**src/hw/rtl/vms_pkg.sv**
```systemverilog
// shared types and constants for the vector magnitude stream
`timescale 1ns / 1ps
package vms_pkg;

  localparam int unsigned SumBits   = 54;
  localparam int unsigned MagBits   = 27;
  localparam int unsigned SqrtCells = 27;

  typedef logic [SumBits-1:0] sum_t;
  typedef logic [MagBits-1:0] mag_t;

  localparam sum_t SumMax = '1;
  localparam mag_t MagMax = '1;

  typedef struct packed {
    logic saturated;
    sum_t rem;
    sum_t root;
  } sqrt_data_t;

endpackage

```
**src/hw/rtl/vms_sqrt_cell.sv**
```systemverilog
// one restoring square root step, registered toward the next cell
`timescale 1ns / 1ps
module vms_sqrt_cell #(
  parameter int unsigned CellIdx = 0
) (
  input  logic                clk_i,
  input  logic                rst_ni,
  input  logic                valid_i,
  input  vms_pkg::sqrt_data_t data_i,
  output logic                valid_o,
  output vms_pkg::sqrt_data_t data_o
);
  import vms_pkg::*;

  localparam int unsigned BitPos = SumBits - 2 - 2 * CellIdx;
  localparam sum_t        BitVal = sum_t'(1) << BitPos;

  sum_t       cand;
  logic       take;
  sqrt_data_t data_d;
  sqrt_data_t data_q;
  logic       valid_q;

  assign cand = data_i.root + BitVal;
  assign take = data_i.rem >= cand;

  always_comb begin
    data_d.saturated = data_i.saturated;
    data_d.rem       = take ? (data_i.rem - cand) : data_i.rem;
    data_d.root      = take ? ((data_i.root >> 1) + BitVal) : (data_i.root >> 1);
  end

  always_ff @(posedge clk_i or negedge rst_ni) begin
    if (!rst_ni) begin
      valid_q <= 1'b0;
    end else begin
      valid_q <= valid_i;
    end
  end

  always_ff @(posedge clk_i) begin
    if (valid_i) begin
      data_q <= data_d;
    end
  end

  assign valid_o = valid_q;
  assign data_o  = data_q;

endmodule

```
**config.mk**
```make
export PLATFORM = sky130hd
export DESIGN_NAME = vms_sqrt_cell
export DESIGN_NICKNAME = d
export VERILOG_FILES = /design/src/hw/rtl/vms_pkg.sv /design/src/hw/rtl/vms_sqrt_cell.sv
export SDC_FILE = /design/constraint.sdc
export NUM_CORES = 1
export LEC_CHECK = 0
export CAP_MARGIN = 40
export CELL_PAD_IN_SITES_DETAIL_PLACEMENT = 0
export CELL_PAD_IN_SITES_GLOBAL_PLACEMENT = 1
export CORE_MARGIN = 10
export CORE_UTILIZATION = 48
export DETAILED_ROUTE_END_ITERATION = 8
export DONT_BUFFER_PORTS = 1
export HOLD_SLACK_MARGIN = 0.15
export PLACE_DENSITY = 0.82
export SLEW_MARGIN = 30
export SYNTH_ARGS = -nofsm -noshare
export SYNTH_HDL_FRONTEND = slang
export SYNTH_SLANG_ARGS = --single-unit
```
**constraint.sdc**
```tcl
create_clock -name clk_i -period 0.8 [get_ports clk_i]
set_input_delay 0.08 -clock clk_i [delete_from_list [all_inputs] [get_ports clk_i]]
set_output_delay 0.08 -clock clk_i [all_outputs]
set_load 0.01 [all_outputs]
```
Word-level counts from Yosys, hierarchy flattened
Cells that the tools add are included.
- logic and storage cells: 11
- flip-flop bits (word level): 110
- bits of input ports: 112
- output and inout port bits: 110
- muxes and demuxes: 2
- magnitude comparators: 1
- $add $sub $neg: 3
- operators with widths (kind ; number):
    adder 53 x 53 -> 54 bit (second input constant) ; 1
    adder 54 x 53 -> 54 bit (second input constant) ; 1
    >= comparator 54 bit ; 1
    2-to-1 mux 54 bit ; 1
    subtractor 54 bit ; 1
    2-to-1 mux 53 bit ; 1

Depth between registers and ports, before layout
Gate-level depths: netlist of run 1.
- word-level depth: 3
- gate-level depth with buffers: 15
- gate-level depth less buffers: 13

Least setup slack after synthesis of run 1
No wires, ideal clock.
- path type: in2reg
- from: input data_i[54] (netlist bit)
- to: register data_q, in the netlist data_o[55] (data pin)
- setup time: 0.262 ns
- stages on the path: 13
- path slack: -2.037 ns
- data arrival time: 2.575 ns
- buffers on the path: 1
- data required time: 0.538 ns
- path through: inv_1 -> ha_1 -> inv_1 -> fa_1 -> a211oi_2 -> o21ai_1 -> a211oi_2 -> a211oi_2 -> nor3_2 -> o221a_1 -> o2bb2ai_2 -> buf_6 -> mux2_1
- RTL lines (item ; line ; source):
    start: declaration ; vms_sqrt_cell.sv:9 ; input vms_pkg::sqrt_data_t data_i,
    end signal: assignment ; vms_sqrt_cell.sv:43 ; data_q <= data_d;
    end: declaration ; vms_sqrt_cell.sv:21 ; sqrt_data_t data_q;

==> impl_summary.txt, run 1 <==
----------------------------------------------------
[Floorplanning]
  Area enclosed by the die boundary ... 21000 um^2
  Starting density of the core ... 49.08%
  Number of I/O pins ... 222
  Die Ht ... 144.9 um
  Area of the core ... 15260 um^2
  Cell Rows ... 45
  Width of the chip ... 144.9 um

[Finish]
  Register area ... 3298 um^2
  Number of antenna cells inserted ... 0
  Multi-input combinational cell area ... 4255 um^2
  Post-route core utilization ... 74.78%
  Share of layout cells above drive strength 1 ... 32.10%
  Area growth, synth to finish ... 52.38%
  Number of nets in the final layout ... 1274
  Fillers ... 1048

[Routing]
  Antenna Nets Post-Route ... 0
  Detailed-router iteration count before antenna repair ... 5
  Via-to-Cell Ratio ... 5.653
  Vias post-DR ... 7479
  Final routed wire length divided by cell count ... 21.15 um
  Post-route DRC ... 0
  DRC violation total after the first TritonRoute iteration ... 476
  Drt total wl ... 27980 um

[Pwr]
  IR Drop Worst-Case VDD ... 1.118 mV
  Share of total power in sequential cells ... 40.5%
  Standby leakage power ... 4.984 nW
  Switching power as a share of total power ... 32.94%
  Net switching power ... 6.460 mW
  Power Dens Cells ... 1719 nW/um^2
  Internal power ... 13.15 mW
  Fraction of power consumed by the clock network ... 22.5%
  Part of the total power dissipated in combinational logic ... 37.0%

[Clock tree]
  Clk sink count ... 110
  CTS tree ... built
  Number of buffers on the longest clock path ... 2
  Clock buffers created by TritonCTS ... 9
  Number of levels the H-tree was split into ... 3
  Hold buffers post-CTS ... 108
  Root cell of the clock tree ... sky130_fd_sc_hd__clkbuf_16
  Clock-pin slew reported for the worst setup and hold paths after clock tree synthesis ... 0.08 ns

[Run status]
  Result of the run ... finished, violations left
  Failing checks ... negative hold slack, negative setup slack

[Critical path]
  Cells along the critical path ... clkinv_16 -> ha_4 -> inv_2 -> fa_2 -> a211oi_2 -> o21ai_2 -> a211oi_2 -> a211oi_2 -> nor3_2 -> o221a_1 -> o2bb2ai_4 -> buf_12 -> mux2_4
  Kind of start point of the critical path ... input port
  Largest fanout of any net on the critical path ... 10
  Longest individual stage delay on the worst path ... 0.38 ns
  Standard cell with the maximum stage delay on the critical path ... sky130_fd_sc_hd__fa_2
  Worst Setup Path Type ... in -> reg
  Top cell by count, worst path ... sky130_fd_sc_hd__a211oi_2
  Critical path data arrival time ... 2.53 ns
  Kind of end point of the critical path ... register
  Endpoint required time on the critical path ... 0.92 ns

[Flow run]
  Max Cap Viol ... 0

[GRT]
  Antenna violations before repair ... 0
  Largest net degree at the start of global routing ... 111
  Global-route wire length before repair ... 41520 um
  Via count of the first global-routing pass ... 7394
  Global routing usage summed across all routing layers ... 24.30%
  Total grt overflow ... 0

[Placement]
  Placer congestion estimate ... 0.9149
  DPL Wire Length ... 19250 um
  # port buffers ... 0

[Timing]
  Sum of negative setup slack ... -95.06 ns
  Fin worst setup slack ... -1.605 ns
  Worst Hold Slack ... -0.2004 ns
  Slew at the pin closest to its max-slew limit ... 0.5195 ns
  Final hold violation count ... 112
  Fmax ... 415.8 MHz
  Max-slew violation count ... 0
  Relative slew slack ... 65.15%
  RSZ-0062 raised after global routing ... yes
  Period utilisation layout ... 300.7%
  Setup Viol. Count Final ... 166
  Post-route minimum period ... 2.405 ns

[Hold path]
  Worst Hold End ... valid_o
  Min-Delay Path Class ... in -> reg
  Cell depth of the worst min-delay path ... 0
  Min-delay src ... valid_i

[Synth]
  Number of flip-flops and latches in the synthesized netlist ... 110
  Flip-flop cell with the highest count after synthesis ... sky130_fd_sc_hd__edfxtp_1
  Fraction of registers with async set/reset ... 0.9091%
  Yosys Warn Count ... 0
  Cells after Synth ... 791
  Proportion of synthesized chip area in sequential cells ... 44.04%
  Syn Nets ... 958
  Summed instance area of the synthesized netlist ... 7488 um^2
  Number of flops mapped to enable cells by yosys ... 109
  Number of distinct library cells after synthesis ... 63
  Average instance area after synthesis ... 9.467 um^2

----------------------------------------------------
## per-stage QoR
stage	power [mW]	cell area [um^2]	setup slack, ns	hold slack, ns	instances
2_1_floorplan	10.97	7541	-2.009	-0.2156	791
3_3_place_gp	13.40	9273	-2.095	-0.2155	1181
3_5_place_dp	13.47	9273	-2.107	-0.2155	1181
4_1_cts	18.67	10920	-1.579	-0.2278	1312
5_1_grt	20.40	11410	-1.692	-0.2257	1323
6_report	19.61	11410	-1.605	-0.2004	1323
## cell type report
class,count,area share (%)
Clock buffer,9,1.974
Clock inverter,7,0.4825
Inverter,63,2.303
Multi-Input combinational cell,577,37.29
Sequential cell,110,28.90
Tap cell,211,2.314
Timing Repair Buffer,346,26.73
## state kept, by name (all words and copies together) (netlist names)
register	count
valid_o	1
data_o	109
## Yosys cell counts, types with 10 or more instances
library cell | instances | share of area, %
sky130_fd_sc_hd__xor2_1 | 24 | 2.8
sky130_fd_sc_hd__nand4_1 | 26 | 2.2
sky130_fd_sc_hd__a21oi_1 | 62 | 4.1
sky130_fd_sc_hd__nand2_1 | 102 | 5.1
sky130_fd_sc_hd__clkbuf_1 | 24 | 1.2
sky130_fd_sc_hd__buf_2 | 11 | 0.74
sky130_fd_sc_hd__o21ai_1 | 14 | 0.94
sky130_fd_sc_hd__ha_1 | 54 | 9.0
sky130_fd_sc_hd__o21bai_1 | 10 | 1.0
sky130_fd_sc_hd__o21ai_0 | 74 | 4.9
sky130_fd_sc_hd__edfxtp_1 | 109 | 44
sky130_fd_sc_hd__nor2_1 | 35 | 1.8
sky130_fd_sc_hd__xnor2_1 | 26 | 3.0
sky130_fd_sc_hd__a31oi_1 | 10 | 0.84
sky130_fd_sc_hd__inv_1 | 63 | 3.2
sky130_fd_sc_hd__a21o_1 | 39 | 3.9
## routing by layer
layer	vias to the layer above	GRT usage (%)	part of all wire [%]
met2	306	40.22	49
met1	3625	30.54	41
li1	3511	-	-
met4	0	6.537	1.7
met3	37	6.551	8.3
met5	-	0	0
## power by group through the flow
stage	registers [mW]	logic [mW]	clock network [mW]
finish	7.94	7.25	4.42
global placement	8.08	5.32	0
global route	8.01	7.77	4.62
floorplan	7.89	3.07	0
CTS	7.95	6.32	4.39
detailed placement	8.06	5.40	0
## cells by family after synthesis
| logic type | share of synthesized area, % |
|---|---|
| AOI/OAI and AO/OA | 20.55 |
| xor gates and xnor gates | 5.848 |
| muxes | 0.4344 |
| and+or+nand+nor | 13.92 |
| DFF | 44.04 |
| adders and majority gates | 9.290 |
| buffers and inverters | 5.915 |
## worst max-delay path, delay by kind of cell
family	cells	cell delay, ns
AO/OA/AOI/OAI	6	1.17
adder cells (fa/ha/maj)	2	0.51
multiplexers	1	0.30
buffers and inverters	3	0.25
AND/OR/NAND/NOR	1	0.21
## placed cells by master (no fill, tap or decap), types with 33 or more instances in the layout
cell type / count
sky130_fd_sc_hd__a21o_1: 39
sky130_fd_sc_hd__a21oi_1: 50
sky130_fd_sc_hd__buf_4: 222
sky130_fd_sc_hd__dlygate4sd3_1: 108
sky130_fd_sc_hd__edfxtp_1: 109
sky130_fd_sc_hd__ha_1: 41
sky130_fd_sc_hd__inv_1: 61
sky130_fd_sc_hd__nand2_1: 96
sky130_fd_sc_hd__nor2_1: 33
sky130_fd_sc_hd__o21ai_0: 40
## worst max path at each step
| stage | startpoint | end | slack (ns) | depth (start not counted) |
|---|---|---|---|---|
| finish | data_i[54] | data_o[75] | -1.61 | 13 |
| CTS | data_i[54] | data_o[75] | -1.58 | 13 |
| global placement | data_i[23] | data_o[98] | -2.09 | 12 |
| floorplan | data_i[54] | data_o[55] | -2.01 | 13 |
| detailed placement | data_i[54] | data_o[80] | -2.11 | 14 |
| global route | data_i[54] | data_o[75] | -1.69 | 13 |
## timing repair
action	in CTS	in global routing
resized for setup	34	107
pin swaps	14	46
endpoints found under the hold margin	220	112
buffers inserted	4	9
setup endpoints to repair	166	166
gates cloned	3	2
(Power assumes the default switching activity.)
==> run 2, diff against run 1 <==
- CORE_UTILIZATION: 48 -> 52
- PLACE_DENSITY: 0.82 -> 0.88
- clock period: 0.8 -> 2.8 ns (I/O delays scaled with it)
==> impl_summary.txt, run 2 (same netlist as run 1, synthesis figures left out) <==
----------------------------------------------------
[Run status]
  Result of the run ... finished, final reports clean

[Floorplanning]
  Area enclosed by the die boundary ... 19600 um^2 (-6.6%)
  Cell Rows ... 43 (-4.4%)
  Starting density of the core ... 53.53% (+4.5 points)
  Die Ht ... 140.0 um (-3.4%)
  Width of the chip ... 140.0 um (-3.4%)
  Number of I/O pins ... 222 (unchanged)
  Area of the core ... 13990 um^2 (-8.3%)

[Timing]
  Relative slew slack ... 67.64% (+2.5 points)
  Final hold violation count ... 0 (-100%)
  Post-route minimum period ... 2.705 ns
  Sum of negative setup slack ... 0 ns (+95.06 ns)
  RSZ-0062 raised after global routing ... yes
  Fmax ... 369.7 MHz
  Slew at the pin closest to its max-slew limit ... 0.4818 ns (-0.03778 ns)
  Setup Viol. Count Final ... 0 (-100%)
  Max-slew violation count ... 0 (unchanged)
  Period utilisation layout ... 96.60%

[Routing]
  DRC violation total after the first TritonRoute iteration ... 611 (+28%)
  Post-route DRC ... 0 (unchanged)
  Via-to-Cell Ratio ... 5.889 (+4.2%)
  Drt total wl ... 25160 um (-10%)
  Final routed wire length divided by cell count ... 21.10 um (-0.20%)
  Detailed-router iteration count before antenna repair ... 5 (unchanged)
  Vias post-DR ... 7020 (-6.1%)
  Antenna Nets Post-Route ... 0 (unchanged)

[Clock tree]
  Root cell of the clock tree ... sky130_fd_sc_hd__clkbuf_16
  CTS tree ... built
  Clk sink count ... 110 (unchanged)
  Hold buffers post-CTS ... 107 (-0.93%)
  Number of buffers on the longest clock path ... 2 (unchanged)
  Clock buffers created by TritonCTS ... 9 (unchanged)
  Number of levels the H-tree was split into ... 3 (unchanged)
  Clock-pin slew reported for the worst setup and hold paths after clock tree synthesis ... 0.08 ns (about the same)

[Finish]
  Number of nets in the final layout ... 1174 (-7.8%)
  Share of layout cells above drive strength 1 ... 17.98% (-14 points)
  Number of flip-flops under the largest register name ... 109 (unchanged)
  Number of antenna cells inserted ... 0 (unchanged)
  Fillers ... 1039 (-0.86%)
  Non-filler cells in the finished layout ... 1192 (-9.9%)
  Multi-input combinational cell area ... 3831 um^2 (-10%)
  Most common library cell in the layout ignoring fill and taps ... sky130_fd_sc_hd__buf_4
  Register area ... 3298 um^2 (unchanged)
  Most frequent cells in the layout ... sky130_fd_sc_hd__buf_4, sky130_fd_sc_hd__edfxtp_1, sky130_fd_sc_hd__dlygate4sd3_1
  Area growth, synth to finish ... 34.95%

[Critical path]
  Endpoint required time on the critical path ... 2.98 ns (+2.06 ns)
  Largest fanout of any net on the critical path ... 6 (-4)
  Kind of end point of the critical path ... register
  Kind of start point of the critical path ... input port
  Worst Setup Path Type ... in -> reg
  Critical path data arrival time ... 2.88 ns (+0.35 ns)

[GRT]
  Total grt overflow ... 0 (unchanged)
  Global routing usage summed across all routing layers ... 24.61% (+0.31 points)
  Antenna violations before repair ... 0 (unchanged)
  Global-route wire length before repair ... 39470 um (-4.9%)
  Largest net degree at the start of global routing ... 111 (unchanged)
  Via count of the first global-routing pass ... 7146 (-3.4%)

[Pwr]
  Switching power as a share of total power ... 31.20% (-1.7 points)
  Fraction of power consumed by the clock network ... 26.8% (+4.3 points)
  IR Drop Worst-Case VDD ... 0.4171 mV (-63%)
  Internal power ... 3.638 mW (-72%)
  Share of total power in sequential cells ... 43.0% (+2.5 points)
  Part of the total power dissipated in combinational logic ... 30.1% (-6.9 points)
  Net switching power ... 1.650 mW (-74%)
  Standby leakage power ... 4.390 nW (-12%)
  Total power ... 5.288 mW (-73%)
  Power Dens Cells ... 523.2 nW/um^2 (-70%)

[Flow run]
  Max Cap Viol ... 0 (unchanged)

[Hold path]
  Cell depth of the worst min-delay path ... 0 (unchanged)
  Min-Delay Path Class ... in -> reg

[Placement]
  # port buffers ... 0 (unchanged)
  DPL Wire Length ... 18220 um (-5.4%)
  Placer congestion estimate ... 0.9336 (+2.0%)
  Dpl cells ... 1064 (-9.9%)

----------------------------------------------------
run 2: cell count changes in the layout (fill, tap and decap cells not counted), sizes merged:
cell	delta
buf	-97
bufinv	+2
clkbuf	-2
clkinvlp	-1
dlygate4sd3	-1
inv	-1
run 2: stage by stage:
step           utilization, %  setup WS, ns  hold WS (ns)  instance area [um^2]
6_report                72.25       0.09509       0.02731                 10110
5_1_grt                 72.25      -0.02978      -0.02667                 10110
4_1_cts                 71.44       0.06008      -0.03129                  9993
3_5_place_dp            61.48       -0.3293      -0.01555                  8601
3_3_place_gp            61.48       -0.2114      -0.01554                  8601
2_1_floorplan               -       -0.2089      -0.01559                  7541
run 2: worst paths after layout:
check                      startpoint     endpoint  slack, ns
min in group asynchronous      rst_ni      valid_o       0.66
min                           valid_i   data_o[34]       0.03
max                        data_i[19]  data_o[106]        0.1
max in group asynchronous      rst_ni      valid_o       2.04
run 2: area by class of cell:
type | instances | area share, %
clock inverters | 7 | 0.9533
clock buffers | 9 | 2.229
flip-flops and latches | 110 | 32.64
repair buffers | 246 | 21.58
multi-input cells | 577 | 37.91
inverters | 63 | 2.464
well taps | 180 | 2.229
run 2: power groups by stage:
stage / combinational (mW) / sequential, mW / clock [mW]
CTS: 1.51 / 2.28 / 1.42
finish: 1.59 / 2.28 / 1.42
detailed placement: 1.38 / 2.32 / 0
floorplan: 0.878 / 2.26 / 0
global placement: 1.35 / 2.31 / 0
global route: 1.74 / 2.30 / 1.48
run 2: layer usage:
layer	vias up	track usage [%]	part of all wire, %
met5	-	0	0
met4	0	6.848	1.6
met3	30	6.998	9.5
met2	338	39.42	47
met1	3350	31.79	42
li1	3302	-	-
run 2: timing repair:
item / 4_1_cts / 5_1_grt
setup buffers: 0 / 5
resized for setup: 0 / 12
setup endpoints to repair: 0 / 53
endpoints found under the hold margin: 217 / 110
run 2: worst max-delay path: stages:
cell                        delay, ns
sky130_fd_sc_hd__inv_1           0.02
sky130_fd_sc_hd__ha_1            0.33
sky130_fd_sc_hd__buf_4           0.15
sky130_fd_sc_hd__nand4_1         0.17
sky130_fd_sc_hd__nor4_2          0.32
sky130_fd_sc_hd__buf_4           0.15
sky130_fd_sc_hd__nand2_1         0.07
sky130_fd_sc_hd__o41ai_1         0.23
sky130_fd_sc_hd__o21ai_0         0.12
sky130_fd_sc_hd__o221a_1         0.18
sky130_fd_sc_hd__o2bb2ai_4       0.23
sky130_fd_sc_hd__buf_12          0.18
sky130_fd_sc_hd__buf_4           0.12
sky130_fd_sc_hd__o41ai_2         0.32
